**config.mk**
```make
export PLATFORM = sky130hd
export DESIGN_NAME = flash_page_program_sequencer
export DESIGN_NICKNAME = d
export VERILOG_FILES = /design/src/sv/fpps_pkg.sv /design/src/sv/flash_page_program_sequencer.sv
export SDC_FILE = /design/constraint.sdc
export NUM_CORES = 1
export LEC_CHECK = 0
export BUFFER_PORTS_ARGS = -buffer_cell sky130_fd_sc_hd__buf_2
export CAP_MARGIN = 20
export CORE_UTILIZATION = 35
export DETAILED_ROUTE_END_ITERATION = 8
export RECOVER_POWER = 25
export SKIP_CTS_REPAIR_TIMING = 1
export SYNTH_ARGS = -nofsm -noshare
export SYNTH_HDL_FRONTEND = slang
export SYNTH_SLANG_ARGS = --single-unit
```
**constraint.sdc**
```tcl
create_clock -name clk -period 5.7 [get_ports clk]
set_clock_uncertainty 0.15 [all_clocks]
set_input_delay 0.285 -clock clk [delete_from_list [all_inputs] [get_ports clk]]
set_output_delay 0.285 -clock clk [all_outputs]
set_load 0.005 [all_outputs]
```
**src/sv/fpps_pkg.sv**
```systemverilog
`timescale 1ns / 1ps
`default_nettype none

package fpps_pkg;

	localparam int unsigned FLASH_PAGE_TOTAL  = 256;
	localparam int unsigned BUFFER_PAGE_TOTAL = 2;

	localparam logic [16:0] FLASH_PAGE_LIMIT  = 17'(FLASH_PAGE_TOTAL);
	localparam logic [8:0]  BUFFER_PAGE_LIMIT = 9'(BUFFER_PAGE_TOTAL);

	localparam logic [1:0] ACT_WRITE = 2'd0;
	localparam logic [1:0] ACT_DONE  = 2'd1;
	localparam logic [1:0] ACT_ERROR = 2'd2;
	localparam logic [1:0] ACT_POLL  = 2'd3;

	localparam logic [1:0] CMD_NONE    = 2'd0;
	localparam logic [1:0] CMD_ERASE   = 2'd1;
	localparam logic [1:0] CMD_PROGRAM = 2'd2;

	localparam logic [1:0] ERR_NONE       = 2'd0;
	localparam logic [1:0] ERR_REQUEST    = 2'd1;
	localparam logic [1:0] ERR_ERASE      = 2'd2;
	localparam logic [1:0] ERR_PROGRAM    = 2'd3;

	localparam int unsigned IN_DATA_W  = 48;
	localparam int unsigned OUT_DATA_W = 40;

	// result item, packed from the highest bit down
	typedef struct packed {
		logic [1:0]  report_error;
		logic        report_done;
		logic        report_valid;
		logic [15:0] command_buffer_page;
		logic [15:0] command_flash_page;
		logic [1:0]  command;
	} result_t;

endpackage

`default_nettype wire

```
**src/sv/flash_page_program_sequencer.sv**
```systemverilog
`timescale 1ns / 1ps
`default_nettype none

// channel   dir  handshake           payload
// s_*       in   s_tvalid/s_tready   tuser: action; tdata: start, count, buffer page, accepted
// m_*       out  m_tvalid/m_tready   tdata: command, pages, report fields
// apb       in   psel/penable        first_writable_page at address 0
//
// one item accepted per cycle unless the output stalls; its result passes the input register, then the output register
// the sequence state is updated as the input register hands its item to the output register
// a stalled output holds its result; the input register then fills and s_tready drops
// arst_n clears the phase, the sequence registers, the valid flags and the config register

module flash_page_program_sequencer
	import fpps_pkg::*;
(
	input  wire logic                  clk,
	input  wire logic                  arst_n,
	input  wire logic                  s_tvalid,
	output logic                       s_tready,
	input  wire logic [IN_DATA_W-1:0]  s_tdata,   // start_page, page_count, source_buffer_page, issue_accepted, zero pad
	input  wire logic [1:0]            s_tuser,   // action
	output logic                       m_tvalid,
	input  wire logic                  m_tready,
	output logic [OUT_DATA_W-1:0]      m_tdata,   // command, command_flash_page, command_buffer_page, report_valid, report_done, report_error, zero pad
	input  wire logic                  psel,
	input  wire logic                  penable,
	input  wire logic                  pwrite,
	input  wire logic [2:0]            paddr,
	input  wire logic [31:0]           pwdata,
	output logic [31:0]                prdata,
	output logic                       pready
);

	localparam logic [2:0] PH_IDLE  = 3'd0;
	localparam logic [2:0] PH_ERASE = 3'd1;
	localparam logic [2:0] PH_PROG  = 3'd2;
	localparam logic [2:0] PH_OK    = 3'd3;
	localparam logic [2:0] PH_FAIL  = 3'd4;

	logic [7:0]  first_page_q;

	logic        valid_s1;
	logic [1:0]  action_s1;
	logic [15:0] start_s1;
	logic [15:0] count_s1;
	logic [7:0]  bufp_s1;
	logic        acc_s1;

	logic [2:0]  phase_q,     phase_d;
	logic [15:0] cur_fp_q,    cur_fp_d;
	logic [15:0] cur_bp_q,    cur_bp_d;
	logic [15:0] req_start_q, req_start_d;
	logic [15:0] req_count_q, req_count_d;
	logic [7:0]  req_buf_q,   req_buf_d;
	logic [1:0]  fail_q,      fail_d;

	logic        out_valid_q;
	result_t     out_q;
	result_t     res;

	logic        advance;
	logic [16:0] end_page;
	logic [16:0] next_fp;
	logic        bad_req;

	assign pready  = 1'b1;
	assign prdata  = (paddr[2] == 1'b0) ? {24'd0, first_page_q} : 32'd0;

	assign advance  = valid_s1 && (!out_valid_q || m_tready);
	assign s_tready = !valid_s1 || advance;
	assign m_tvalid = out_valid_q;
	assign m_tdata  = OUT_DATA_W'(out_q);

	always_ff @(posedge clk or negedge arst_n) begin
		if (!arst_n) begin
			first_page_q <= '0;
		end else if (psel && penable && pwrite && pready && paddr[2] == 1'b0) begin
			first_page_q <= pwdata[7:0];
		end
	end

	always_ff @(posedge clk or negedge arst_n) begin
		if (!arst_n) begin
			valid_s1 <= 1'b0;
		end else if (s_tready) begin
			valid_s1 <= s_tvalid;
		end
	end

	always_ff @(posedge clk) begin
		if (s_tready && s_tvalid) begin
			action_s1 <= s_tuser;
			start_s1  <= s_tdata[15:0];
			count_s1  <= s_tdata[31:16];
			bufp_s1   <= s_tdata[39:32];
			acc_s1    <= s_tdata[40];
		end
	end

	assign end_page = {1'b0, req_start_q} + {1'b0, req_count_q};
	assign next_fp  = {1'b0, cur_fp_q} + 17'd1;
	assign bad_req  = (start_s1 < {8'd0, first_page_q})
		|| ({1'b0, start_s1} >= FLASH_PAGE_LIMIT)
		|| (({1'b0, start_s1} + {1'b0, count_s1}) > FLASH_PAGE_LIMIT)
		|| ({1'b0, bufp_s1} >= BUFFER_PAGE_LIMIT);

	always_comb begin
		res         = '0;
		phase_d     = phase_q;
		cur_fp_d    = cur_fp_q;
		cur_bp_d    = cur_bp_q;
		req_start_d = req_start_q;
		req_count_d = req_count_q;
		req_buf_d   = req_buf_q;
		fail_d      = fail_q;
		if (action_s1 == ACT_WRITE && phase_q == PH_IDLE) begin
			if (bad_req) begin
				res.report_valid = 1'b1;
				res.report_error = ERR_REQUEST;
			end else begin
				req_start_d            = start_s1;
				req_count_d            = count_s1;
				req_buf_d              = bufp_s1;
				cur_fp_d               = start_s1;
				cur_bp_d               = {8'd0, bufp_s1};
				res.command            = CMD_ERASE;
				res.command_flash_page = start_s1;
				if (acc_s1) begin
					phase_d = PH_ERASE;
				end else begin
					res.report_valid = 1'b1;
					res.report_error = ERR_REQUEST;
				end
			end
		end else if (action_s1 == ACT_WRITE || action_s1 == ACT_POLL) begin
			if (phase_q == PH_OK) begin
				res.report_valid = 1'b1;
				res.report_done  = 1'b1;
				phase_d          = PH_IDLE;
			end else if (phase_q == PH_FAIL) begin
				res.report_valid = 1'b1;
				res.report_error = fail_q;
				phase_d          = PH_IDLE;
			end
		end else if (action_s1 == ACT_DONE) begin
			unique case (phase_q)
				PH_ERASE: begin
					if (next_fp < end_page) begin
						cur_fp_d               = next_fp[15:0];
						res.command            = CMD_ERASE;
						res.command_flash_page = next_fp[15:0];
						if (!acc_s1) begin
							fail_d  = ERR_ERASE;
							phase_d = PH_FAIL;
						end
					end else begin
						cur_fp_d                = req_start_q;
						cur_bp_d                = {8'd0, req_buf_q};
						phase_d                 = PH_PROG;
						res.command             = CMD_PROGRAM;
						res.command_flash_page  = req_start_q;
						res.command_buffer_page = {8'd0, req_buf_q};
						if (!acc_s1) begin
							fail_d  = ERR_PROGRAM;
							phase_d = PH_FAIL;
						end
					end
				end
				PH_PROG: begin
					cur_fp_d = next_fp[15:0];
					cur_bp_d = cur_bp_q + 16'd1;
					if (next_fp < end_page) begin
						res.command             = CMD_PROGRAM;
						res.command_flash_page  = next_fp[15:0];
						res.command_buffer_page = cur_bp_q + 16'd1;
						if (!acc_s1) begin
							fail_d  = ERR_PROGRAM;
							phase_d = PH_FAIL;
						end
					end else begin
						phase_d = PH_OK;
					end
				end
				default: begin
				end
			endcase
		end else begin
			unique case (phase_q)
				PH_ERASE: begin
					res.command            = CMD_ERASE;
					res.command_flash_page = cur_fp_q;
					if (!acc_s1) begin
						fail_d  = ERR_ERASE;
						phase_d = PH_FAIL;
					end
				end
				PH_PROG: begin
					res.command             = CMD_PROGRAM;
					res.command_flash_page  = cur_fp_q;
					res.command_buffer_page = cur_bp_q;
					if (!acc_s1) begin
						fail_d  = ERR_PROGRAM;
						phase_d = PH_FAIL;
					end
				end
				default: begin
				end
			endcase
		end
	end

	always_ff @(posedge clk or negedge arst_n) begin
		if (!arst_n) begin
			phase_q     <= PH_IDLE;
			cur_fp_q    <= '0;
			cur_bp_q    <= '0;
			req_start_q <= '0;
			req_count_q <= '0;
			req_buf_q   <= '0;
			fail_q      <= '0;
		end else if (advance) begin
			phase_q     <= phase_d;
			cur_fp_q    <= cur_fp_d;
			cur_bp_q    <= cur_bp_d;
			req_start_q <= req_start_d;
			req_count_q <= req_count_d;
			req_buf_q   <= req_buf_d;
			fail_q      <= fail_d;
		end
	end

	always_ff @(posedge clk or negedge arst_n) begin
		if (!arst_n) begin
			out_valid_q <= 1'b0;
		end else if (advance) begin
			out_valid_q <= 1'b1;
		end else if (m_tready) begin
			out_valid_q <= 1'b0;
		end
	end

	always_ff @(posedge clk) begin
		if (advance) begin
			out_q <= res;
		end
	end

endmodule

`default_nettype wire

```
# --- After elaboration in Yosys (flattened, before gate mapping) ---
# Cells that the tools add are included.
totals:
  reg_bits: 168
  latchBits: 0
  ram_bits: 0
  romBits: 0
  in_bits: 92
  output_inout_bits: 75
  n_memories: 0
classes:
  addsub: 4
  n_mul: 0
  div: 0
  magnitude_cmp: 5
  eq_ne: 13
  shift: 0
  muxes: 57
  bitwise: 4
  reduce_logical: 29
op_table:
  columns: ["operator", "count"]
  rows:
  - ["two-way mux 16 bit", 11]
  - ["two-way mux 18 bit", 4]
  - ["two-way mux 34 bit", 2]
  - ["one-hot mux 34 bit (2 select lines)", 1]
  - ["one-hot mux 16 bit (2 select lines)", 2]
  - ["two-way mux 3 bit", 12]
  - ["one-hot mux 18 bit (2 select lines)", 1]
  - ["adder 16 x 16 -> 17 bit", 2]
  - ["adder 16 x 1 -> 17 bit (second input constant)", 1]
  - ["> comparator 17 x 9 -> 1 bit (second input constant)", 1]
  - ["< comparator 17 bit", 1]
  - ["adder 16 x 1 -> 16 bit (second input constant)", 1]
  - [">= comparator 16 x 9 -> 1 bit (second input constant)", 1]
  - ["< comparator 16 x 8 -> 1 bit", 1]
  - ["two-way mux 2 bit", 8]
  - ["two-way mux 8 bit", 2]
  - ["AND reduction 6 bit", 2]
  - ["two-way mux 1 bit", 10]
  - ["AND reduction 5 bit", 2]
  - [">= comparator 8 x 2 -> 1 bit (second input constant)", 1]
  - ["one-hot mux 2 bit (2 select lines)", 2]
  - ["equality test 3 x 2 -> 1 bit (second input constant)", 2]
  - ["logical AND 1 bit", 6]
  - ["logical OR 1 bit", 6]
  - ["19 further kinds", 30]

# --- Longest topological paths before layout ---
# Gate-level depths: netlist of the first run.
logic_depth:
  depth_word: 7
  depth_mapped: 23
  ltp_nobuf: 21

# --- Worst setup path after synthesis of the first run ---
# OpenSTA, ideal clock, no wires.
synth_path:
  path_kind: "reg-to-reg"
  start: "register req_start_q[0]"
  end: "register cur_bp_q[15]"
  setup_ps: 124
  arrival_time_ps: 4476
  required_ps: 5426
  slack_ps: 950
  stages_incl_launch_ff: 21
  path_buffers: 1
  period_less_slack_ps: 4750
  path_cell_list: "dfrtp_1 ha_1 fa_1 a21o_1 a21oi_1 o21bai_1 a21oi_1 o21bai_1 nand4_1 a31oi_1 a311o_1 xnor2_1 ha_1 a21o_1 a211o_1 o22ai_1 a211oi_1 o21bai_1 and2_0 buf_2 a211o_1"
synth_between:
  elab_chain_cells: 4
synth_rtl:
  columns: ["item", "line_no", "rtl"]
  rows:
  - ["start, declared", "flash_page_program_sequencer.sv:53", "logic [15:0] req_start_q, req_start_d;"]
  - ["start signal, assigned", "flash_page_program_sequencer.sv:226", "req_start_q <= req_start_d;"]
  - ["adder 16 x 16 -> 17 bit", "flash_page_program_sequencer.sv:101", "assign end_page = {1'b0, req_start_q} + {1'b0, req_count_q};"]
  - ["< comparator 17 bit", "flash_page_program_sequencer.sv:149", "if (next_fp < end_page) begin"]
  - ["!= test 3 bit (no line)", null, null]
  - ["AND reduction 6 bit (no line)", null, null]
  - ["end signal, assigned", "flash_page_program_sequencer.sv:225", "cur_bp_q <= cur_bp_d;"]
  - ["end, declared", "flash_page_program_sequencer.sv:52", "logic [15:0] cur_bp_q, cur_bp_d;"]
# Every way passes these cells.
# A chain may end at the register's enable or synchronous reset.

==> results of run 1 <==
## power groups by stage
stage | registers [µW] | clock network (µW) | logic [µW]
after global routing | 1620 | 1280 | 2070
final | 1590 | 1210 | 1910
after floorplan | 1560 | 0 | 1310
after detailed placement | 1610 | 0 | 1880
after global placement | 1610 | 0 | 1850
after CTS | 1590 | 1240 | 1880
## cell type report
| type | count | area, µm² |
|---|---|---|
| Fill cell | 2770 | 16550 |
| Multi-Input combinational cell | 729 | 5223 |
| Sequential cell | 168 | 4609 |
| Timing Repair Buffer | 178 | 1196 |
| Tap cell | 384 | 480.5 |
| Clock buffer | 17 | 425.4 |
| Clock inverter | 15 | 176.4 |
| Inverter | 33 | 123.9 |
## cell usage after synthesis, types with 16 or more instances
cell type / number / share of area, %
sky130_fd_sc_hd__xnor2_1: 19 / 1.6
sky130_fd_sc_hd__o21ai_0: 30 / 1.5
sky130_fd_sc_hd__a21o_1: 19 / 1.4
sky130_fd_sc_hd__xor2_1: 19 / 1.6
sky130_fd_sc_hd__edfxtp_1: 81 / 24
sky130_fd_sc_hd__nand3_1: 31 / 1.5
sky130_fd_sc_hd__nor3_1: 16 / 0.78
sky130_fd_sc_hd__inv_1: 32 / 1.2
sky130_fd_sc_hd__mux2i_1: 21 / 2.1
sky130_fd_sc_hd__nor2_1: 77 / 2.8
sky130_fd_sc_hd__ha_1: 60 / 7.3
sky130_fd_sc_hd__clkbuf_1: 33 / 1.2
sky130_fd_sc_hd__a22oi_1: 20 / 1.5
sky130_fd_sc_hd__a21oi_1: 96 / 4.7
sky130_fd_sc_hd__mux2_2: 47 / 5.2
sky130_fd_sc_hd__and3_1: 22 / 1.3
sky130_fd_sc_hd__buf_4: 27 / 2.0
sky130_fd_sc_hd__nand2_1: 40 / 1.5
sky130_fd_sc_hd__dfrtp_1: 87 / 21
sky130_fd_sc_hd__and2_1: 25 / 1.5
## kinds of logic after synthesis
kind of cell / after synthesis
adders and majority gates: 62
DFF: 168
buffers and inverters: 105
AOI/OAI and AO/OA: 254
xor gates and xnor gates: 38
and+or+nand+nor: 270
muxes: 78
other: 2
## final timing paths
kind                                     start         endpoint  slack (ns)  cells past startpoint
worst max register to register  req_start_q[0]       m_tdata[4]        0.52                     23
min in group asynchronous               arst_n  first_page_q[6]        0.72                      2
max in group asynchronous               arst_n      cur_bp_q[6]        3.04                      3
worst max-delay path            req_start_q[0]       m_tdata[4]        0.52                     23
worst min-delay path                 fail_q[1]        fail_q[1]        0.31                      1
worst min register to register       fail_q[1]        fail_q[1]        0.31                      1
## sequential cells by signal, summed over array words and instances (netlist names), 2 cells and up, named ones only
signal,flops
cur_fp_q,16
start_s1,16
first_page_q,8
m_tdata,38
cur_bp_q,16
action_s1,2
req_buf_q,8
phase_q,3
req_count_q,16
req_start_q,16
count_s1,16
bufp_s1,8
## cells in the final DEF (no fill, tap or decap), types with 7 or more instances in the layout
| master | netlist | final |
|---|---|---|
| sky130_fd_sc_hd__mux2_4 | 10 | 10 |
| sky130_fd_sc_hd__a22oi_1 | 20 | 20 |
| sky130_fd_sc_hd__clkbuf_1 | 33 | 8 |
| sky130_fd_sc_hd__buf_4 | 27 | 18 |
| sky130_fd_sc_hd__o31ai_1 | 9 | 9 |
| sky130_fd_sc_hd__inv_1 | 32 | 32 |
| sky130_fd_sc_hd__nor3_1 | 16 | 15 |
| sky130_fd_sc_hd__nor2_1 | 77 | 77 |
| sky130_fd_sc_hd__dfrtp_1 | 87 | 87 |
| sky130_fd_sc_hd__mux2_2 | 47 | 47 |
| sky130_fd_sc_hd__ha_1 | 60 | 60 |
| sky130_fd_sc_hd__clkbuf_16 | 0 | 17 |
| sky130_fd_sc_hd__mux2i_1 | 21 | 21 |
| sky130_fd_sc_hd__a31oi_1 | 11 | 11 |
| sky130_fd_sc_hd__conb_1 | 2 | 27 |
| sky130_fd_sc_hd__xor2_1 | 19 | 19 |
| sky130_fd_sc_hd__nand2_1 | 40 | 40 |
| sky130_fd_sc_hd__a21oi_1 | 96 | 95 |
| sky130_fd_sc_hd__nand3_1 | 31 | 31 |
| sky130_fd_sc_hd__a211o_1 | 10 | 10 |
| sky130_fd_sc_hd__buf_2 | 8 | 98 |
| sky130_fd_sc_hd__edfxtp_1 | 81 | 81 |
| sky130_fd_sc_hd__nand4_1 | 7 | 7 |
| sky130_fd_sc_hd__dlygate4sd3_1 | 0 | 54 |
| sky130_fd_sc_hd__xnor2_1 | 19 | 19 |
| sky130_fd_sc_hd__and2_1 | 25 | 23 |
| sky130_fd_sc_hd__and3_1 | 22 | 22 |
| sky130_fd_sc_hd__o21ai_0 | 30 | 30 |
| sky130_fd_sc_hd__a21o_1 | 19 | 19 |
| sky130_fd_sc_hd__inv_6 | 0 | 7 |
| sky130_fd_sc_hd__nand2b_1 | 9 | 9 |
## worst reg2reg max path, delay by kind of cell (launching register included)
family                     cells  cell delay (ns)
AOI/OAI and AO/OA             14             2.48
adders and majority gates      3             0.95
xor gates and xnor gates       1             0.24
and+or+nand+nor                3             0.32
buffers and inverters          2             0.47
DFF                            1             0.43
## routing by layer
metal  GRT usage, %  share of wire [%]
met1          25.26                 50
met2          26.83                 45
met3          2.902                3.3
met4          5.420                1.5
met5              0                  0
## per-stage QoR
| step | utilization [%] | worst slack (ns) | hold slack, ns | area, µm² | power [µW] |
|---|---|---|---|---|---|
| 6_report | 42.51 | 0.5197 | 0.3130 | 12230 | 4722 |
| 5_1_grt | 42.51 | 0.1361 | 0.3264 | 12230 | 4967 |
| 4_1_cts | 40.67 | 0.4971 | -0.3761 | 11710 | 4710 |
| 3_5_place_dp | 38.58 | 0.5365 | 0.1044 | 11100 | 3496 |
| 3_3_place_gp | 38.58 | 0.5976 | 0.1005 | 11100 | 3460 |
| 2_1_floorplan | - | 0.9501 | -0.1606 | 10340 | 2869 |
==> summary.txt, run 1 <==
GRT
  – Global-route wire length before repair: 41500 µm
  – Initial antenna violation count: 0
  – Pin count of the biggest net entering global routing: 58
  – Total global-route track usage: 17.54%
  – Aggregate global routing overflow: 0
  – Number of global-route vias before repair: 7633

Yosys
  – Number of flip-flops and latches in the synthesized netlist: 168
  – Count of unique library cells instantiated by Yosys: 76
  – EDFF count, synth: 81
  – Mean area per synthesized cell: 10.49 µm²
  – Combinational family with the most area after synthesis: compound AO/OA/AOI/OAI gates
  – Predominant post-synthesis flop cell: sky130_fd_sc_hd__dfrtp_1
  – Xor/xnor share of the synthesized area: 3.248%
  – YS warnings: 0
  – Synth Area in Adders: 7.717%
  – Sequential element share of the synthesized area: 44.98%
  – Cells after Synth: 977
  – Post-synthesis instance area: 10250 µm²
  – Mux contribution to synthesized area: 8.681%
  – Share of synthesized cell area in and, or, nand and nor gates: 13.60%
  – Share of async-settable or async-resettable flops after synthesis: 51.79%
  – Compound-Gate Fraction of Synth Area: 16.46%

Placed design
  – Placed insts: 1438
  – Number of buffer cells added on primary ports: 106
  – HPWL after detailed placement: 18300 µm
  – Gp weighted congestion: 0.8829

Pwr
  – Fraction of power consumed by sequential logic: 33.8%
  – Net switching share of the total power: 39.19%
  – Leakage power figure: 0.005522 µW
  – Part of the total power dissipated in combinational logic: 40.5%
  – Internal Pwr Total: 2871 µW
  – Worst supply voltage drop on vdd: 0.0004268 V
  – Power density of the placed cells: 386.0 nW/µm²
  – Power spent charging and discharging nets: 1851 µW
  – Clock network power share: 25.7%

Drt
  – Initial drt markers: 385
  – Number of iterations in the first detailed-routing pass: 5
  – Post-DR wirelength/cell: 17.17 µm
  – Via total after detailed routing: 7982
  – Antenna violation net count after detailed routing: 0
  – Total Routed Length: 26170 µm
  – Drc violations: 0
  – Via-to-Cell Ratio: 5.238

STA
  – Fmax: 0.1930 GHz
  – Accumulated negative setup slack: 0 ns
  – RSZ-0062 raised after global routing: false
  – Share of the clock period used by the worst path: 90.88%
  – Number of pins with negative max-slew slack in the final report: 32
  – Worst-margin pin slew: 1.822 ns
  – Max-slew headroom: -21.45%
  – Fin crit period: 5.180 ns
  – Endpoints failing setup: 0
  – Number of hold-slack violations in the final timing report: 0

Layout
  – Layout-stage area growth over the synthesis result: 19.39%
  – Fraction of final layout cells with drive strength greater than 1: 20.35%
  – Number of cells in the finished layout apart from fillers: 1524
  – Layout Nets: 1281
  – Antenna Cells: 0

Floorplanning
  – Die Y-Extent: 173.1 µm
  – Die X: 173.1 µm
  – Initial standard-cell utilization of the core: 35.61%
  – Count of boundary I/O pins: 167
  – Total Die Area: 29970 µm²
  – Placeable core area: 28780 µm²
  – Standard-cell row count: 62

Worst setup path
  – Critical path buffers and inverters: 2
  – Delay of the slowest critical-path stage: 0.46 ns
  – Startpoint class of the critical path: flip-flop
  – Critical-path maximum fanout: 16
  – Critical path arrival: 5.34 ns
  – Start-to-end type of the worst setup path: reg2reg
  – Cell type of the slowest stage on the worst timing path: sky130_fd_sc_hd__o31ai_1
  – Family with the most delay on the worst path: compound AO/OA/AOI/OAI gates
  – CP cell instances: ha_1, fa_1, a21o_1, a21oi_1, o21bai_1, a21oi_1, o21bai_1, nand4_1, nand2_1, nor2_1, xor2_1, ha_1, a21o_1, a21oi_1, o211ai_1, o31ai_1, a21oi_2, buf_4, a21oi_1, buf_4, a22oi_1, a21oi_1, a21o_1
  – Most used cell along the critical path: sky130_fd_sc_hd__a21oi_1
  – Crit path required time: 5.86 ns
  – Critical Path Sink Type: flip-flop

Clocking
  – Htree depth: 4
  – Number of buffers inserted during clock tree synthesis: 17
  – CTS tree: done
  – Worst-Skew Late Latency: 0.45 ns
  – Cell at the root of the clock tree: sky130_fd_sc_hd__clkbuf_16
  – Number of buffers on the longest clock path: 2
  – Clock-pin transition on the worst setup and hold timing paths: 0.07 ns
  – Clock Sinks: 168

Hold path
  – Worst min-delay path category: reg2reg

Flow run
  – Max-capacitance violation count: 1

Status
  – Result of the run: finished, violations left
  – Violations in the final reports: capacitance limit, slew limit
Power figures use the tool's default switching activity.
==> run 2, diff against run 1 <==
==> constraint.sdc (replaced) <==
create_clock -name clk -period 5.7 [get_ports clk]
set_clock_uncertainty 0.15 [all_clocks]
set_input_delay 0.57 -clock clk [delete_from_list [all_inputs] [get_ports clk]]
set_output_delay 0.57 -clock clk [all_outputs]
set_load 0.005 [all_outputs]
==> summary.txt, run 2 (same netlist as run 1, synthesis figures left out) <==
Pwr
  – Leakage power figure: 0.005288 µW (-4.2%)
  – Fraction of power consumed by sequential logic: 34.4% (+0.6 points)
  – Power spent charging and discharging nets: 1821 µW (-1.6%)
  – Worst supply voltage drop on vdd: 0.0003696 V (-13%)
  – Part of the total power dissipated in combinational logic: 40.8% (+0.3 points)
  – Net switching share of the total power: 39.42% (+0.23 points)
  – Power density of the placed cells: 395.3 nW/µm² (+2.4%)
  – Clock network power share: 24.8% (-0.9 points)
  – Internal Pwr Total: 2799 µW (-2.5%)

Placed design
  – Gp weighted congestion: 0.8909 (+0.91%)
  – HPWL after detailed placement: 18310 µm (about the same)
  – Number of buffer cells added on primary ports: 106 (unchanged)
  – Setup slack after placement: 0.4943 ns (-0.04214 ns)

Floorplanning
  – Total Die Area: 29970 µm² (unchanged)
  – Count of boundary I/O pins: 167 (unchanged)
  – Die X: 173.1 µm (unchanged)
  – Die Y-Extent: 173.1 µm (unchanged)
  – Standard-cell row count: 62 (unchanged)
  – Initial standard-cell utilization of the core: 35.61% (unchanged)
  – Placeable core area: 28780 µm² (unchanged)

Drt
  – Total Routed Length: 25450 µm (-2.8%)
  – Via total after detailed routing: 7763 (-2.7%)
  – Post-DR wirelength/cell: 17.28 µm (+0.62%)
  – Antenna violation net count after detailed routing: 0 (unchanged)
  – Drc violations: 0 (unchanged)
  – Number of iterations in the first detailed-routing pass: 5 (unchanged)
  – Initial drt markers: 590 (+53%)
  – Via-to-Cell Ratio: 5.270 (+0.62%)

STA
  – Worst setup margin: 0.4610 ns (-0.05869 ns)
  – Accumulated negative setup slack: 0 ns (unchanged)
  – Worst-margin pin slew: 1.871 ns (+0.04933 ns)
  – Fmax: 0.1909 GHz (-1.1%)
  – Max-slew headroom: -24.73% (-3.3 points)
  – Share of the clock period used by the worst path: 91.91% (+1.0 points)
  – Number of hold-slack violations in the final timing report: 0 (unchanged)
  – Number of pins with negative max-slew slack in the final report: 32 (unchanged)
  – Endpoints failing setup: 0 (unchanged)
  – RSZ-0062 raised after global routing: false
  – Fin crit period: 5.239 ns (+0.05869 ns)

Clocking
  – Number of buffers on the longest clock path: 2 (unchanged)
  – Clock Sinks: 168 (unchanged)
  – Htree depth: 4 (unchanged)
  – Cell at the root of the clock tree: sky130_fd_sc_hd__clkbuf_16
  – CTS tree: done
  – Worst-Skew Late Latency: 0.44 ns (about the same)
  – Clock-pin transition on the worst setup and hold timing paths: 0.07 ns (about the same)
  – Number of buffers inserted during clock tree synthesis: 17 (unchanged)

Worst setup path
  – Setup slack of the worst register-to-register path: 0.46 ns (-0.06 ns)
  – Critical-path maximum fanout: 16 (unchanged)
  – Startpoint class of the critical path: flip-flop
  – Start-to-end type of the worst setup path: reg2reg
  – Critical path arrival: 5.40 ns (+0.06 ns)
  – Crit path required time: 5.86 ns (about the same)
  – Critical Path Sink Type: flip-flop

Layout
  – Commonest cells after routing, fill and taps aside: sky130_fd_sc_hd__buf_2, sky130_fd_sc_hd__a21oi_1, sky130_fd_sc_hd__dfrtp_1
  – Max reg flops: 38 (unchanged)
  – Total of fill cells in the finished design: 2822 (+1.9%)
  – Layout Nets: 1230 (-4.0%)
  – Antenna Cells: 0 (unchanged)
  – Layout-stage area growth over the synthesis result: 14.04%
  – Reg area: 4609 µm² (unchanged)
  – Area taken by multi-input logic gates: 5223 µm² (unchanged)
  – Core Util, Final: 40.61% (-1.9 points)
  – Commonest non-fill, non-tap cell in the layout: sky130_fd_sc_hd__buf_2
  – Fraction of final layout cells with drive strength greater than 1: 21.49% (+1.1 points)

GRT
  – Total global-route track usage: 17.28% (-0.26 points)
  – Pin count of the biggest net entering global routing: 58 (unchanged)
  – Initial antenna violation count: 0 (unchanged)
  – Aggregate global routing overflow: 0 (unchanged)
  – Number of global-route vias before repair: 7348 (-3.7%)
  – Global-route wire length before repair: 40790 µm (-1.7%)

Hold path
  – Worst min-delay path category: in2reg

Status
  – Result of the run: finished, violations left
  – Violations in the final reports: capacitance limit, slew limit

Flow run
  – Max-capacitance violation count: 1 (unchanged)
## run 2: changes by cell type in the layout (fill, tap and decap cells not counted), moves of 2 or more
cell / change
sky130_fd_sc_hd__dlygate4sd3_1: -53
sky130_fd_sc_hd__inv_6: -3
sky130_fd_sc_hd__buf_2: +2
sky130_fd_sc_hd__clkinv_4: +2
sky130_fd_sc_hd__clkinvlp_4: +2
## run 2: final timing paths
path / startpoint / endpoint / depth (start not counted)
max in group asynchronous: arst_n / valid_s1 / 3
worst max register to register: req_start_q[0] / m_tdata[3] / 23
worst max-delay path: req_start_q[0] / m_tdata[3] / 23
worst min-delay path: s_tdata[18] / count_s1[2] / 1
worst min register to register: fail_q[1] / fail_q[1] / 1
min in group asynchronous: arst_n / first_page_q[6] / 2
## run 2: through the flow
stage          hold slack, ns  power, µW  area [µm²]  std cells
2_1_floorplan          0.1244       2869       10340       1002
3_3_place_gp           0.2858       3468       11110       1439
3_5_place_dp           0.2906       3494       11110       1439
4_1_cts              -0.07837       4645       11680       1471
5_1_grt                0.1335       4884       11690       1473
6_report               0.1532       4620       11690       1473
## run 2: layout make-up
type,count,share of cell area [%]
Clock buffer,18,3.672
Clock inverter,14,1.210
Inverter,33,1.060
Multi-Input combinational cell,729,44.69
Sequential cell,168,39.44
Tap cell,384,4.111
Timing Repair Buffer,127,5.814
## run 2: routing by layer
layer  track usage, %  part of all wire, %  vias up
met2            26.06                   45      221
met3            2.726                  4.3       20
met4            4.093                  1.0        0
li1                 -                    -     3774
met5                0                    0        -
met1            25.75                   50     3748
## run 2: power by group through the flow
stage	clock network [µW]	registers [µW]	logic (µW)
6_report	1150	1590	1880
5_1_grt	1210	1610	2050
4_1_cts	1170	1590	1890
3_5_place_dp	0	1610	1880
3_3_place_gp	0	1610	1860
2_1_floorplan	0	1560	1310
## run 2: critical path: stages, from the launching register on
cell                       delay, ns
sky130_fd_sc_hd__dfrtp_1        0.42
sky130_fd_sc_hd__ha_1           0.24
sky130_fd_sc_hd__fa_1           0.40
sky130_fd_sc_hd__a21o_1         0.18
sky130_fd_sc_hd__a21oi_1        0.23
sky130_fd_sc_hd__o21bai_1       0.10
sky130_fd_sc_hd__a21oi_1        0.23
sky130_fd_sc_hd__o21bai_1       0.11
sky130_fd_sc_hd__nand4_1        0.12
sky130_fd_sc_hd__nand2_1        0.06
sky130_fd_sc_hd__nor2_1         0.11
sky130_fd_sc_hd__xor2_1         0.21
sky130_fd_sc_hd__ha_1           0.28
sky130_fd_sc_hd__a21o_1         0.16
sky130_fd_sc_hd__a21oi_1        0.22
sky130_fd_sc_hd__o211ai_1       0.12
sky130_fd_sc_hd__o31ai_1        0.50
sky130_fd_sc_hd__a21oi_2        0.22
sky130_fd_sc_hd__buf_4          0.22
sky130_fd_sc_hd__a21oi_1        0.12
sky130_fd_sc_hd__buf_4          0.27
sky130_fd_sc_hd__a22oi_1        0.13
sky130_fd_sc_hd__a21oi_1        0.21
sky130_fd_sc_hd__a21o_1         0.11
==> run 3, diff against run 2 <==
Settings changed: CORE_UTILIZATION 35 to 50, PLACE_DENSITY from default to 0.72.
==> summary.txt, run 3 (same netlist as run 1, synthesis figures left out) <==
Status
  – Result of the run: finished clean

Layout
  – Commonest cells after routing, fill and taps aside: sky130_fd_sc_hd__buf_2, sky130_fd_sc_hd__a21oi_1, sky130_fd_sc_hd__dfrtp_1
  – Commonest non-fill, non-tap cell in the layout: sky130_fd_sc_hd__buf_2
  – Layout-stage area growth over the synthesis result: 12.73%
  – Max reg flops: 38 (unchanged)
  – Design area: 11550 µm² (-1.1%)
  – Layout Nets: 1225 (-0.41%)
  – Antenna Cells: 0 (unchanged)
  – Total of fill cells in the finished design: 1752 (-38%)
  – Fraction of final layout cells with drive strength greater than 1: 20.85% (-0.64 points)
  – Number of cells in the finished layout apart from fillers: 1354 (-8.1%)

Hold path
  – Min-Delay Path Depth: 1 (unchanged)
  – Worst min-delay path category: in2reg

Pwr
  – Power density of the placed cells: 404.4 nW/µm² (+2.3%)
  – Worst supply voltage drop on vdd: 0.0003092 V (-16%)
  – Leakage power figure: 0.005283 µW (about the same)

Drt
  – Total met2 wirelength after detailed routing: 10820 µm (-4.8%)
  – Met3 wire length: 1434 µm (+30%)
  – Total Routed Length: 23980 µm (-5.8%)
  – Initial drt markers: 626 (+6.1%)
  – Antenna violation net count after detailed routing: 0 (unchanged)
  – Highest metal used: met4
  – Drc violations: 0 (unchanged)
  – Post-DR wirelength/cell: 17.71 µm (+2.5%)
  – Via-to-Cell Ratio: 5.813 (+10%)
  – Number of iterations in the first detailed-routing pass: 5 (unchanged)
  – Wl on met1: 11240 µm (-12%)
  – Via total after detailed routing: 7871 (+1.4%)

STA
  – Fmax: 0.1872 GHz (-1.9%)
  – Accumulated negative setup slack: 0 ns (unchanged)
  – Minimum hold slack: 0.1540 ns (+0.0008020 ns)
  – Number of pins with negative max-slew slack in the final report: 0 (-100%)
  – Share of the clock period used by the worst path: 93.72% (+1.8 points)
  – Worst setup margin: 0.3581 ns (-0.1029 ns)
  – Endpoints failing setup: 0 (unchanged)
  – Number of hold-slack violations in the final timing report: 0 (unchanged)
  – Max-slew headroom: 9.652% (+34 points)
  – Worst-margin pin slew: 1.355 ns (-0.5158 ns)
  – RSZ-0062 raised after global routing: false
  – Fin crit period: 5.342 ns (+0.1029 ns)

Worst setup path
  – Worst Reg-to-Reg Cells: 19 (-17%)
  – Startpoint class of the critical path: flip-flop
  – Most used cell along the critical path: sky130_fd_sc_hd__o21bai_1
  – Critical path arrival: 5.52 ns (+0.12 ns)
  – Cell type of the slowest stage on the worst timing path: sky130_fd_sc_hd__a211oi_2
  – Delay of the slowest critical-path stage: 0.74 ns (+0.24 ns)
  – Crit path required time: 5.87 ns (about the same)
  – Start-to-end type of the worst setup path: reg2reg
  – Critical-path maximum fanout: 9 (-7)
  – Family with the most delay on the worst path: compound AO/OA/AOI/OAI gates
  – Critical path buffers and inverters: 0 (-2)
  – Crit path depth: 19 (-17%)
  – CP cell instances: ha_1, fa_1, a21o_1, a21oi_1, o21bai_1, a21oi_1, o21bai_1, nand4_1, a31oi_1, a311o_1, xnor2_1, ha_1, a21o_1, a211o_1, o22ai_1, a211oi_2, o21bai_1, and2_0, a211o_1
  – Critical Path Sink Type: flip-flop

Floorplanning
  – Count of boundary I/O pins: 167 (unchanged)
  – Standard-cell row count: 52 (-16%)
  – Initial standard-cell utilization of the core: 50.81% (+15 points)
  – Die Y-Extent: 145.2 µm (-16%)
  – Die X: 145.2 µm (-16%)
  – Total Die Area: 21070 µm² (-30%)
  – Placeable core area: 20170 µm² (-30%)

Clocking
  – Number of buffers inserted during clock tree synthesis: 17 (unchanged)
  – Htree depth: 4 (unchanged)
  – Worst-Skew Late Latency: 0.44 ns (about the same)
  – Cell at the root of the clock tree: sky130_fd_sc_hd__clkbuf_16
  – Clock-pin transition on the worst setup and hold timing paths: 0.07 ns (about the same)
  – Number of buffers on the longest clock path: 2 (unchanged)
  – CTS tree: done
  – Clock Sinks: 168 (unchanged)

GRT
  – Total global-route track usage: 23.58% (+6.3 points)
  – Number of global-route vias before repair: 7638 (+3.9%)
  – Initial antenna violation count: 0 (unchanged)
  – Aggregate global routing overflow: 0 (unchanged)
  – Global-route wire length before repair: 39300 µm (-3.7%)
  – Pin count of the biggest net entering global routing: 67 (+16%)

Placed design
  – Placed insts: 1321 (-8.2%)
  – Number of buffer cells added on primary ports: 106 (unchanged)
  – Setup slack after placement: 0.4556 ns (-0.03878 ns)
  – Post-placement cell area: 10940 µm² (-1.5%)
  – Gp weighted congestion: 0.9140 (+2.6%)
  – HPWL after detailed placement: 17000 µm (-7.1%)

Flow run
  – Max-capacitance violation count: 0 (-1)
run 3: changes by cell type in the layout (fill, tap and decap cells not counted), moves of 2 or more:
cell,previous run,this run
sky130_fd_sc_hd__clkinv_4,3,1
sky130_fd_sc_hd__bufinv_16,1,4
sky130_fd_sc_hd__inv_6,4,2
sky130_fd_sc_hd__inv_8,2,0
sky130_fd_sc_hd__buf_4,19,15
sky130_fd_sc_hd__buf_2,100,98
sky130_fd_sc_hd__clkbuf_1,8,11
run 3: worst paths after layout:
kind	startpoint	endpoint	slack (ns)
max reg2reg	req_start_q[0]	cur_bp_q[15]	0.36
max in group asynchronous	arst_n	cur_fp_q[3]	2.99
min	s_tdata[33]	bufp_s1[1]	0.15
min in group asynchronous	arst_n	first_page_q[2]	0.82
min reg2reg	fail_q[1]	fail_q[1]	0.30
max	req_start_q[0]	cur_bp_q[15]	0.36
run 3: layout make-up:
type | count | area [µm²] | share of cell area, %
Timing Repair Buffer | 122 | 643.1 | 5.567
Inverter | 33 | 123.9 | 1.072
Clock inverter | 12 | 175.2 | 1.516
Multi-Input combinational cell | 729 | 5226 | 45.24
Sequential cell | 168 | 4609 | 39.90
Tap cell | 270 | 337.8 | 2.924
Clock buffer | 20 | 436.7 | 3.780
run 3: stage by stage:
stage                     utilization (%)  power [µW]
final                               57.28        4672
after global routing                57.28        4925
after CTS                           57.29        4671
after detailed placement            54.26        3441
after global placement              54.26        3399
after floorplan                         -        2869
run 3: worst register-to-register path: stages (launching register included):
cell and delay, ns:
sky130_fd_sc_hd__dfrtp_1 0.41, sky130_fd_sc_hd__ha_1 0.24, sky130_fd_sc_hd__fa_1 0.41, sky130_fd_sc_hd__a21o_1 0.18
sky130_fd_sc_hd__a21oi_1 0.22, sky130_fd_sc_hd__o21bai_1 0.11, sky130_fd_sc_hd__a21oi_1 0.23, sky130_fd_sc_hd__o21bai_1 0.12
sky130_fd_sc_hd__nand4_1 0.12, sky130_fd_sc_hd__a31oi_1 0.13, sky130_fd_sc_hd__a311o_1 0.41, sky130_fd_sc_hd__xnor2_1 0.16
sky130_fd_sc_hd__ha_1 0.30, sky130_fd_sc_hd__a21o_1 0.12, sky130_fd_sc_hd__a211o_1 0.14, sky130_fd_sc_hd__o22ai_1 0.13
sky130_fd_sc_hd__a211oi_2 0.74, sky130_fd_sc_hd__o21bai_1 0.15, sky130_fd_sc_hd__and2_0 0.38, sky130_fd_sc_hd__a211o_1 0.37
run 3: where the power goes:
| group | switching [µW] | total, µW | internal, µW |
|---|---|---|---|
| clock | 492 | 1230 | 734 |
| combinational | 1110 | 1850 | 745 |
| sequential | 163 | 1590 | 1430 |
| total | 1760 | 4670 | 2910 |
run 3: metal layers:
layer  up-vias  global-route usage (%)
met2       290                   36.61
met3        35                   3.931
met4         0                   7.842
met5         -                       0
li1       3766                       -
met1      3780                   33.54
